--- config.mk ---
export PLATFORM = sky130hd
export DESIGN_NAME = c_comment_code_char_counter_unit
export DESIGN_NICKNAME = d
export VERILOG_FILES = /design/src/rtl/ccc_pkg.sv /design/src/rtl/c_comment_code_char_counter_unit.sv
export SDC_FILE = /design/constraint.sdc
export NUM_CORES = 1
export LEC_CHECK = 0
export ABC_AREA = 1
export BUFFER_PORTS_ARGS = -buffer_cell sky130_fd_sc_hd__buf_4
export CAP_MARGIN = 30
export CORE_MARGIN = 2
export CORE_UTILIZATION = 60
export CTS_CLUSTER_SIZE = 24
export DETAILED_ROUTE_END_ITERATION = 10
export PLACE_DENSITY = 0.81
export SLEW_MARGIN = 10
export SYNTH_ARGS = -nofsm -noshare
export SYNTH_HDL_FRONTEND = slang
export SYNTH_SLANG_ARGS = --single-unit
--- constraint.sdc ---
create_clock -name clk -period 4.2 [get_ports clk]
set_input_delay 0.42 -clock clk [delete_from_list [all_inputs] [get_ports clk]]
set_output_delay 0.42 -clock clk [all_outputs]
set_load 0.01 [all_outputs]
--- src/rtl/ccc_pkg.sv ---
// shared constants, types and helpers for the c comment/code byte counter
package ccc_pkg;

  localparam int COUNT_WIDTH = 40;
  localparam int LINE_WIDTH  = 32;

  typedef logic [COUNT_WIDTH-1:0] count_t;
  typedef logic [LINE_WIDTH-1:0]  line_t;
  typedef logic [1:0]             count_inc_t;

  typedef enum logic [1:0] {
    MODE_CODE  = 2'd0,
    MODE_LINE  = 2'd1,
    MODE_BLOCK = 2'd2,
    MODE_QUOTE = 2'd3
  } lexer_mode_t;

  // held byte: slash in code, star in block, backslash in line or quote,
  // backslash then cr in line comment
  typedef enum logic [1:0] {
    HELD_NONE = 2'd0,
    HELD_ONE  = 2'd1,
    HELD_CR   = 2'd2
  } held_t;

  localparam logic [7:0] CH_TAB    = 8'h09;
  localparam logic [7:0] CH_LF     = 8'h0A;
  localparam logic [7:0] CH_CR     = 8'h0D;
  localparam logic [7:0] CH_SPACE  = 8'h20;
  localparam logic [7:0] CH_DQUOTE = 8'h22;
  localparam logic [7:0] CH_SQUOTE = 8'h27;
  localparam logic [7:0] CH_STAR   = 8'h2A;
  localparam logic [7:0] CH_SLASH  = 8'h2F;
  localparam logic [7:0] CH_BSLASH = 8'h5C;

  function automatic logic is_blank(input logic [7:0] b);
    return (b == CH_SPACE) || ((b >= CH_TAB) && (b <= CH_CR));
  endfunction

  function automatic count_t count_sat_add(input count_t v, input count_inc_t n);
    logic [COUNT_WIDTH:0] sum;
    sum = {1'b0, v} + (COUNT_WIDTH+1)'(n);
    return sum[COUNT_WIDTH] ? '1 : sum[COUNT_WIDTH-1:0];
  endfunction

endpackage

--- src/rtl/c_comment_code_char_counter_unit.sv ---
// c comment/code byte counter: lexer mode tracking and saturating totals
// Takes one byte of C source per cycle (in_valid/in_ready) and returns one
// result per byte (out_valid/out_ready) in the cycle after the request is taken:
// the running comment and code totals of non-whitespace bytes, a warning flag
// with the line number when a newline ends unterminated quoted text, and, for
// a request with end_of_text set, the final totals flagged by totals_final,
// after which all counts and the lexer mode return to their reset values.
// A new byte is taken every cycle as long as the result register is empty or
// is being drained in the same cycle; the mode update and the counter adds sit
// between the input port and the result register. A '/' in code is held for
// one byte, so its count shows up in the result of the following request.
module c_comment_code_char_counter_unit (
  input  logic                    clk,
  input  logic                    rst,
  input  logic                    in_valid,
  output logic                    in_ready,
  input  logic [7:0]              text_byte,
  input  logic                    end_of_text,
  output logic                    out_valid,
  input  logic                    out_ready,
  output ccc_pkg::count_t         comment_chars,
  output ccc_pkg::count_t         code_chars,
  output logic                    newline_in_quote,
  output ccc_pkg::line_t          warning_line,
  output logic                    totals_final
);
  import ccc_pkg::*;

  lexer_mode_t mode, mode_next;
  held_t       held, held_next;
  logic        quote_single, quote_single_next;
  count_t      comment_total, comment_total_next;
  count_t      code_total, code_total_next;
  line_t       line_count, line_count_next;

  count_inc_t  code_inc, comment_inc;
  logic        warn;
  logic        nb;
  logic        accept;
  logic [7:0]  quote_char;
  logic [LINE_WIDTH:0] line_sum;

  assign in_ready   = ~out_valid | out_ready;
  assign accept     = in_valid & in_ready;
  assign nb         = ~is_blank(text_byte);
  assign quote_char = quote_single ? CH_SQUOTE : CH_DQUOTE;

  // next lexer state
  always_comb begin
    mode_next         = mode;
    held_next         = held;
    quote_single_next = quote_single;
    if (!end_of_text) begin
      unique case (mode)
        MODE_CODE: begin
          if ((held != HELD_NONE) && ((text_byte == CH_SLASH) || (text_byte == CH_STAR))) begin
            held_next = HELD_NONE;
            mode_next = (text_byte == CH_SLASH) ? MODE_LINE : MODE_BLOCK;
          end else if (text_byte == CH_SLASH) begin
            held_next = HELD_ONE;
          end else begin
            held_next = HELD_NONE;
            if ((text_byte == CH_DQUOTE) || (text_byte == CH_SQUOTE)) begin
              mode_next         = MODE_QUOTE;
              quote_single_next = (text_byte == CH_SQUOTE);
            end
          end
        end
        MODE_LINE: begin
          priority if (text_byte == CH_LF) begin
            if (held == HELD_NONE) mode_next = MODE_CODE;
            held_next = HELD_NONE;
          end else if (text_byte == CH_BSLASH) begin
            held_next = HELD_ONE;
          end else if ((text_byte == CH_CR) && (held == HELD_ONE)) begin
            held_next = HELD_CR;
          end else begin
            held_next = HELD_NONE;
          end
        end
        MODE_BLOCK: begin
          if ((held != HELD_NONE) && (text_byte == CH_SLASH)) begin
            mode_next = MODE_CODE;
            held_next = HELD_NONE;
          end else begin
            held_next = (text_byte == CH_STAR) ? HELD_ONE : HELD_NONE;
          end
        end
        MODE_QUOTE: begin
          priority if (held != HELD_NONE) begin
            held_next = HELD_NONE;
          end else if (text_byte == CH_BSLASH) begin
            held_next = HELD_ONE;
          end else if ((text_byte == quote_char) || (text_byte == CH_LF)) begin
            mode_next = MODE_CODE;
          end else begin
            held_next = HELD_NONE;
          end
        end
      endcase
    end
  end

  // counter increments and warning
  always_comb begin
    code_inc    = '0;
    comment_inc = '0;
    warn        = 1'b0;
    if (end_of_text) begin
      if ((mode == MODE_CODE) && (held != HELD_NONE)) code_inc = 2'd1;
    end else begin
      unique case (mode)
        MODE_CODE: begin
          if ((held != HELD_NONE) && ((text_byte == CH_SLASH) || (text_byte == CH_STAR))) begin
            comment_inc = 2'd2;
          end else begin
            // held slash goes to code, then this byte if it is non-blank and not a new slash
            code_inc = 2'((held != HELD_NONE) ? 1 : 0)
                     + 2'(((text_byte != CH_SLASH) && nb) ? 1 : 0);
          end
        end
        MODE_LINE:  comment_inc = 2'(nb);
        MODE_BLOCK: comment_inc = 2'(nb);
        MODE_QUOTE: begin
          if ((held == HELD_NONE) && (text_byte == CH_LF) && (text_byte != quote_char)) begin
            warn = 1'b1;
          end else begin
            code_inc = 2'(nb);
          end
        end
      endcase
    end
  end

  assign comment_total_next = count_sat_add(comment_total, comment_inc);
  assign code_total_next    = count_sat_add(code_total, code_inc);
  assign line_sum           = {1'b0, line_count} + (LINE_WIDTH+1)'(1);
  assign line_count_next    = (text_byte != CH_LF) ? line_count :
                              (line_sum[LINE_WIDTH] ? '1 : line_sum[LINE_WIDTH-1:0]);

  // lexer state and totals
  always_ff @(posedge clk) begin
    if (rst) begin
      mode          <= MODE_CODE;
      held          <= HELD_NONE;
      quote_single  <= 1'b0;
      comment_total <= '0;
      code_total    <= '0;
      line_count    <= LINE_WIDTH'(1);
    end else if (accept) begin
      if (end_of_text) begin
        mode          <= MODE_CODE;
        held          <= HELD_NONE;
        quote_single  <= 1'b0;
        comment_total <= '0;
        code_total    <= '0;
        line_count    <= LINE_WIDTH'(1);
      end else begin
        mode          <= mode_next;
        held          <= held_next;
        quote_single  <= quote_single_next;
        comment_total <= comment_total_next;
        code_total    <= code_total_next;
        line_count    <= line_count_next;
      end
    end
  end

  // result register
  always_ff @(posedge clk) begin
    if (rst) begin
      out_valid <= 1'b0;
    end else if (in_ready) begin
      out_valid <= in_valid;
    end
  end

  always_ff @(posedge clk) begin
    if (accept) begin
      comment_chars    <= comment_total_next;
      code_chars       <= code_total_next;
      newline_in_quote <= warn;
      warning_line     <= line_count;
      totals_final     <= end_of_text;
    end
  end

  a_eot_clears: assert property (@(posedge clk) disable iff (rst)
    accept && end_of_text |=> (mode == MODE_CODE) && (held == HELD_NONE)
      && (comment_total == '0) && (code_total == '0) && (line_count == LINE_WIDTH'(1)))
    else $error("state not cleared after end of text");

  a_cr_only_in_line: assert property (@(posedge clk) disable iff (rst)
    (held == HELD_CR) |-> (mode == MODE_LINE))
    else $error("backslash-cr hold outside line comment");

  a_warn_not_final: assert property (@(posedge clk) disable iff (rst)
    out_valid |-> !(newline_in_quote && totals_final))
    else $error("warning on end-of-text result");

  a_warn_source: assert property (@(posedge clk) disable iff (rst)
    accept && !end_of_text |=> newline_in_quote == (($past(mode) == MODE_QUOTE)
      && ($past(held) == HELD_NONE) && ($past(text_byte) == CH_LF)))
    else $error("quote warning does not match lexer state");

  a_line_monotonic: assert property (@(posedge clk) disable iff (rst)
    accept && !end_of_text |=> line_count >= $past(line_count))
    else $error("line count went backwards");

endmodule

== After elaboration in Yosys (flattened, before gate mapping) ==
Index checks and enable logic that the tools add are counted.
Storage, ports and cells
  ROM bits: 0
  RAM bits: 0
  register bits: 232
  latch bits: 0
  memories kept: 0
  output and inout port bits: 116
  logic and storage cells: 122
Cells by class
  bitwise gates (word level): 5
  add/sub/neg operators: 4
  $mul: 0
  eq/ne operators: 28
  div/mod/pow operators: 0
  $lt $le $gt $ge: 2
  mux-type cells: 48
  reductions and logical operators: 23
  shifts and indexed selects: 0
Operators by type and width (number)
  $mux 40: 4
  $mux 32: 3
  $add 40x2->41: 2
  $mux 2: 22
  $eq 8x6->1 const B: 5
  $add 32x1->33 const B: 1
  $ne 3x3->1 const B: 6
  $eq 8x4->1 const B: 2
  $pmux 2 s4: 2
  $mux 1: 14
  $reduce_and 9->1: 1
  $eq 8x6->1: 1
  $eq 8x7->1 const B: 1
  $ge 8x4->1 const B: 1
  $le 8x4->1 const B: 1
  $logic_and 1x1->1: 8
  $ne 4x4->1 const B: 2
  $ne 8x4->1 const B: 1
  $ne 8x6->1: 1
  $ne 8x6->1 const B: 1
  $pmux 2 s2: 2
  $ne 2x2->1 const B: 3
  $reduce_bool 2->1: 3
  $ne 5x5->1 const B: 1
  12 further kinds: 22

== Logic depth before layout (Yosys ltp) ==
  depth in word-level cells: 13
  mapped depth: 23

== Least setup slack after synthesis ==
Ideal clock, no wire load.
  path kind: input -> register
  start: input out_ready
  end: register mode[0]
  setup slack: 0.441 ns
  arrival: 3.695 ns
  data required time: 4.136 ns
  cell stages on the path: 10
  path buffers: 0
  cell sequence: inv_1 -> nand2_1 -> nand2_2 -> inv_1 -> nand2_1 -> nor2_2 -> nand3_1 -> nand2_1 -> inv_1 -> nor2_1
On the way
  longest elaborated chain between the ends: 3
Ends and longest elaborated chain
  start, declared: RTL line c_comment_code_char_counter_unit.sv:20  | input logic out_ready,
  $or 1x1->1: RTL line c_comment_code_char_counter_unit.sv:43  | assign in_ready = ~out_valid | out_ready;
  via in_ready: RTL line c_comment_code_char_counter_unit.sv:16  | output logic in_ready,
  $and 1x1->1: RTL line c_comment_code_char_counter_unit.sv:44  | assign accept = in_valid & in_ready;
  via accept: RTL line c_comment_code_char_counter_unit.sv:39  | logic accept;
  $reduce_and 9->1 (no source line)
  end signal, assigned: RTL line c_comment_code_char_counter_unit.sv:159  | mode <= mode_next;
  end, declared: RTL line c_comment_code_char_counter_unit.sv:29  | lexer_mode_t mode, mode_next;
The timed path passes the listed nets, and every way through them passes these cells.
A chain may end at the register's enable or synchronous reset.

== Worst setup path after layout ==
  start: register held[1]
  end: register code_total[35]
On the way
  longest elaborated chain between the ends: 9
Ends and longest elaborated chain
  start, declared: RTL line c_comment_code_char_counter_unit.sv:30  | held_t held, held_next;
  start signal, assigned: RTL line c_comment_code_char_counter_unit.sv:160  | held <= held_next;
  $reduce_bool 2->1 / $logic_not 2->1 (equally long branches)
  $mux 1 / $logic_and 1x1->1 (equally long branches): RTL line c_comment_code_char_counter_unit.sv:118, c_comment_code_char_counter_unit.sv:125
  $add 1x1->2 / $logic_and 1x1->1 (equally long branches): RTL line c_comment_code_char_counter_unit.sv:119, c_comment_code_char_counter_unit.sv:125
  $mux 2 / $mux 1 (equally long branches): RTL line c_comment_code_char_counter_unit.sv:114, c_comment_code_char_counter_unit.sv:125
  $pmux 2 s2: RTL line c_comment_code_char_counter_unit.sv:112  | unique case (mode)
  $mux 2 (*): RTL line c_comment_code_char_counter_unit.sv:109  | if (end_of_text) begin
  $add 40x2->41 (*): RTL line ccc_pkg.sv:42  | sum = {1'b0, v} + (COUNT_WIDTH+1)'(n);
  $mux 40 (*): RTL line ccc_pkg.sv:43  | return sum[COUNT_WIDTH] ? '1 : sum[COUNT_WIDTH-1:0];
  via code_total_next[35]: RTL line c_comment_code_char_counter_unit.sv:33  | count_t code_total, code_total_next;
  $mux 40 (*): RTL line c_comment_code_char_counter_unit.sv:151  | if (end_of_text) begin
  end signal, assigned: RTL line c_comment_code_char_counter_unit.sv:163  | code_total <= code_total_next;
  end, declared: RTL line c_comment_code_char_counter_unit.sv:33
Mark *: on every way through the listed nets, which the timed path passes. The rest lies on a longest branch.

==> impl_metrics.csv <==
group,metric,value,unit
routing,dr.pass1.iters,6,
critical_path,crit_required,4.63,ns
clock_tree,clock_sinks,232,
routing,vias,10832,
logic_synthesis,yosysWarnings,0,
placement,gp_congestion,0.9369,
logic_synthesis,synth_fp_nets,1586,
clock_tree,hold_buffers,0,
floorplan,core_area,20170,µm²
logic_synthesis,synth_edf_count,114,
min_path,min_from,"end_of_text",
timing,finalMaxSlewViolations,0,
power,pwr-share-comb,5.9,%
cells_and_area,fin_cells,1970,
power,p_leak,5.377,nW
min_path,min_to,"totals_final",
critical_path,r2r_start,"held[1]",
clock_tree,path_clk_slew,0.06,ns
logic_synthesis,synth.avg_cell_area,7.877,µm²
grt,grtUsageMet3,3.571,%
floorplan,dieArea,21650,µm²
clock_tree,post_cts_buffers,0,
cells_and_area,fillCellCount,1699,
min_path,hold_path_depth,1,
flow_run,max_cap_violations,0,
critical_path,timing.rr.end,"code_total[35]",
power,switching_share,22.38,%
timing,slew_headroom,34.70,%
timing,tightest_slew,0.9796,ns
critical_path,cp_max_fo,19,
power,p_per_area,339.6,nW/µm²
clock_tree,cts_resized,0,
timing,max_freq,264.5,MHz
outcome,status,"finished clean",
critical_path,r2r_cells,17,
routing,drt-initial-drc-count,880,
clock_tree,clkLatencyLatePin,0.52,ns
power,p_switching,1.081,mW
grt,use_met1,38.52,%
power,clockPowerShare,43.4,%
power,p_int,3.751,mW
power,ir_drop,349.0,µV
placement,dp_hpwl,22.27,mm
power,share_seq_of_total_power,50.7,%
critical_path,path_class,"reg2reg",
power,power,4.833,mW
floorplan,die_h,147.2,µm
logic_synthesis,ys_ff_latch,232,
clock_tree,clock_path_buffers,3,
timing,rsz0062_at_grt,"false",
cells_and_area,utilization,70.56,%
routing,finalWirelength,31.59,mm
clock_tree,cts_tree,"done",
grt,grt_pass1_vias,10169,
grt,track_usage,28.92,%
logic_synthesis,syn_inst,1561,
timing,setup_viol,0,
placement,dp.cells,1927,
clock_tree,cts_max_level,1,
critical_path,r2r_setup_slack,0.42,ns
routing,drc,0,
grt,grt_start_max_net_pins,85,
cells_and_area,drive_gt1_share,17.76,%
critical_path,start_kind,"flop",
cells_and_area,num_antenna_cells,0,
floorplan,io_pins,129,
floorplan,rows,52,
timing,skew,0.009459,ns
grt,use_met2,49.37,%
logic_synthesis,synth_ff_type,"dfxtp_1",
critical_path,worstPathArrival,4.21,ns
clock_tree,numCtsBuffers,24,
routing,avgViaCountPerCell,5.498,
timing,fin_crit,3.781,ns
critical_path,endpoint_kind,"flop",
logic_synthesis,ys_seq_area_share,47.05,%
logic_synthesis,synth_cell_types,47,
logic_synthesis,netlist_area,12300,µm²
routing,antenna_left,0,
cells_and_area,nNetsFinal,1708,
clock_tree,root_buffer,"clkbuf_16",
logic_synthesis,async_flop_share,0,%
placement,port-buffer-count,128,
floorplan,die_x,147.2,µm
grt,grt.busiest_layer,"met2",
timing,period_share,90.02,%
min_path,hold_class,"in2reg",
cells_and_area,area_growth,15.75,%
grt,antenna_found_initial,0,
timing,setup_tns,0,ns
grt,grt_overflow,0,
grt,grt_pass1_wl,50.85,mm
timing,hold_viol,0,
floorplan,start_util,60.96,%
routing,wl_per_cell,16.03,µm
==> final cells by class <==
class                           instances  area (µm²)  share of cell area (%)
Multi-Input combinational cell       1167        5826                   40.93
Sequential cell                       232        5786                   40.65
Timing Repair Buffer                  139        1056                   7.420
Clock buffer                           37       710.7                   4.993
Inverter                              119       449.2                   3.156
Tap cell                              270       337.8                   2.374
Clock inverter                          6       67.56                  0.4747
==> synthesized netlist by cell type, types with 4 or more instances <==
master	number	area [µm²]
o21ai_2	6	52.55
nor2_1	160	600.6
nand3_1	79	395.4
or2_2	4	25.02
xnor2_1	18	157.7
xor2_1	21	183.9
o21ai_1	6	30.03
nand4_1	31	193.9
a21oi_1	117	585.6
nand2_2	26	162.7
ha_1	10	125.1
clkbuf_1	22	82.58
a21oi_2	5	43.79
inv_2	10	37.54
o21ai_0	33	165.2
nand3_2	21	210.2
edfxtp_1	114	3423
buf_2	9	45.04
or2_0	6	37.54
inv_1	107	401.6
nand4_4	4	85.08
nand3b_1	11	82.58
nor2_4	9	101.4
buf_6	5	56.30
nand2_4	9	101.4
dfxtp_1	118	2362
nor2_2	21	131.4
nand2_1	527	1978
nor3_1	17	85.08
==> power groups by stage <==
| stage | combinational (mW) | sequential [mW] | clock [mW] |
|---|---|---|---|
| 6_report | 0.287 | 2.45 | 2.10 |
| 5_1_grt | 0.313 | 2.45 | 2.20 |
| 4_1_cts | 0.288 | 2.45 | 2.13 |
| 3_5_place_dp | 0.288 | 2.50 | 0 |
| 3_3_place_gp | 0.285 | 2.50 | 0 |
| 2_1_floorplan | 0.131 | 2.52 | 0 |
==> critical path, stage by stage, from the launching register on <==
cell and delay (ns):
dfxtp_1 0.32, nor2_1 0.35, inv_1 0.22, ha_1 0.33, nand3_1 0.08, o21ai_0 0.09
nand3_1 0.09, o31ai_1 0.14, ha_1 0.25, inv_1 0.05, fa_1 0.44, nor2_4 0.23
nand2_4 0.11, inv_2 0.08, nand4_4 0.37, nand3_1 0.27, nand2_1 0.08, a21oi_1 0.19
==> cell families (layout without fill, tap and decap cells) <==
| family | count (synthesis) | in the layout | share of synthesized area [%] |
|---|---|---|---|
| AND/OR/NAND/NOR | 946 | 946 | 35.87 |
| adder cells (fa/ha/maj) | 12 | 12 | 1.343 |
| AO/OA/AOI/OAI | 170 | 170 | 7.388 |
| XOR/XNOR | 39 | 39 | 2.778 |
| buffers and inverters | 162 | 301 | 5.566 |
| flip-flops | 232 | 232 | 47.05 |
==> metrics by stage <==
| step | setup WS [ns] | cell area, µm² | hold WS [ns] |
|---|---|---|---|
| final | 0.4193 | 14230 | 0.1762 |
| after global routing | 0.2094 | 14230 | 0.1654 |
| after CTS | 0.4989 | 14230 | 0.1555 |
| after detailed placement | 0.1257 | 13450 | 0.4576 |
| after global placement | 0.2839 | 13450 | 0.4583 |
| after floorplan | 0.4410 | 12300 | 0.4305 |
==> sequential cells by signal, summed over array words and instances, names as in the netlist <==
signal            count
code_chars           40
code_total           40
comment_chars        40
comment_total        40
line_count           32
warning_line         32
held                  2
mode                  2
newline_in_quote      1
out_valid             1
quote_single          1
totals_final          1
==> worst max-delay path by stage <==
stage,from,endpoint,cells after the start
2_1_floorplan,out_ready,mode[0],10
3_3_place_gp,text_byte[7],code_total[39],22
3_5_place_dp,text_byte[7],code_total[35],22
4_1_cts,held[1],code_total[35],17
5_1_grt,held[0],code_total[21],17
6_report,held[1],code_total[35],17
==> cell usage in the layout (no fill, tap or decap), types with 2 or more instances in the layout <==
master / netlist / routed
and2_1: 3 / 3
nor3_1: 17 / 17
clkinvlp_4: 0 / 5
xor2_1: 21 / 21
a21oi_1: 117 / 117
inv_1: 107 / 106
nor4_1: 3 / 3
or2_0: 6 / 6
or2_2: 4 / 4
buf_4: 3 / 138
fa_1: 2 / 2
nand2_4: 9 / 9
o21ai_2: 6 / 6
nand4_4: 4 / 4
o21ai_1: 6 / 6
nand3_1: 79 / 79
clkbuf_8: 0 / 4
o21ai_0: 33 / 33
ha_1: 10 / 10
a21oi_2: 5 / 5
nor2_2: 21 / 21
dfxtp_1: 118 / 118
nand2_2: 26 / 26
or2_1: 3 / 3
clkinv_1: 2 / 2
clkbuf_16: 0 / 25
nand3_4: 2 / 2
clkbuf_1: 22 / 8
nor2_1: 160 / 160
nor2_8: 3 / 3
nor3_2: 3 / 3
nor2_4: 9 / 9
nand3b_1: 11 / 11
xnor2_1: 18 / 18
nand2_1: 527 / 527
nand3_2: 21 / 21
nand4_1: 31 / 31
inv_2: 10 / 10
edfxtp_1: 114 / 114
==> per-layer routing <==
layer / routed length, µm / up-vias
met3: 1765 / 59
li1: - / 5355
met2: 15360 / 345
met1: 13580 / 5073
met5: 0 / -
met4: 884 / 0
(Power assumes the default switching activity.)
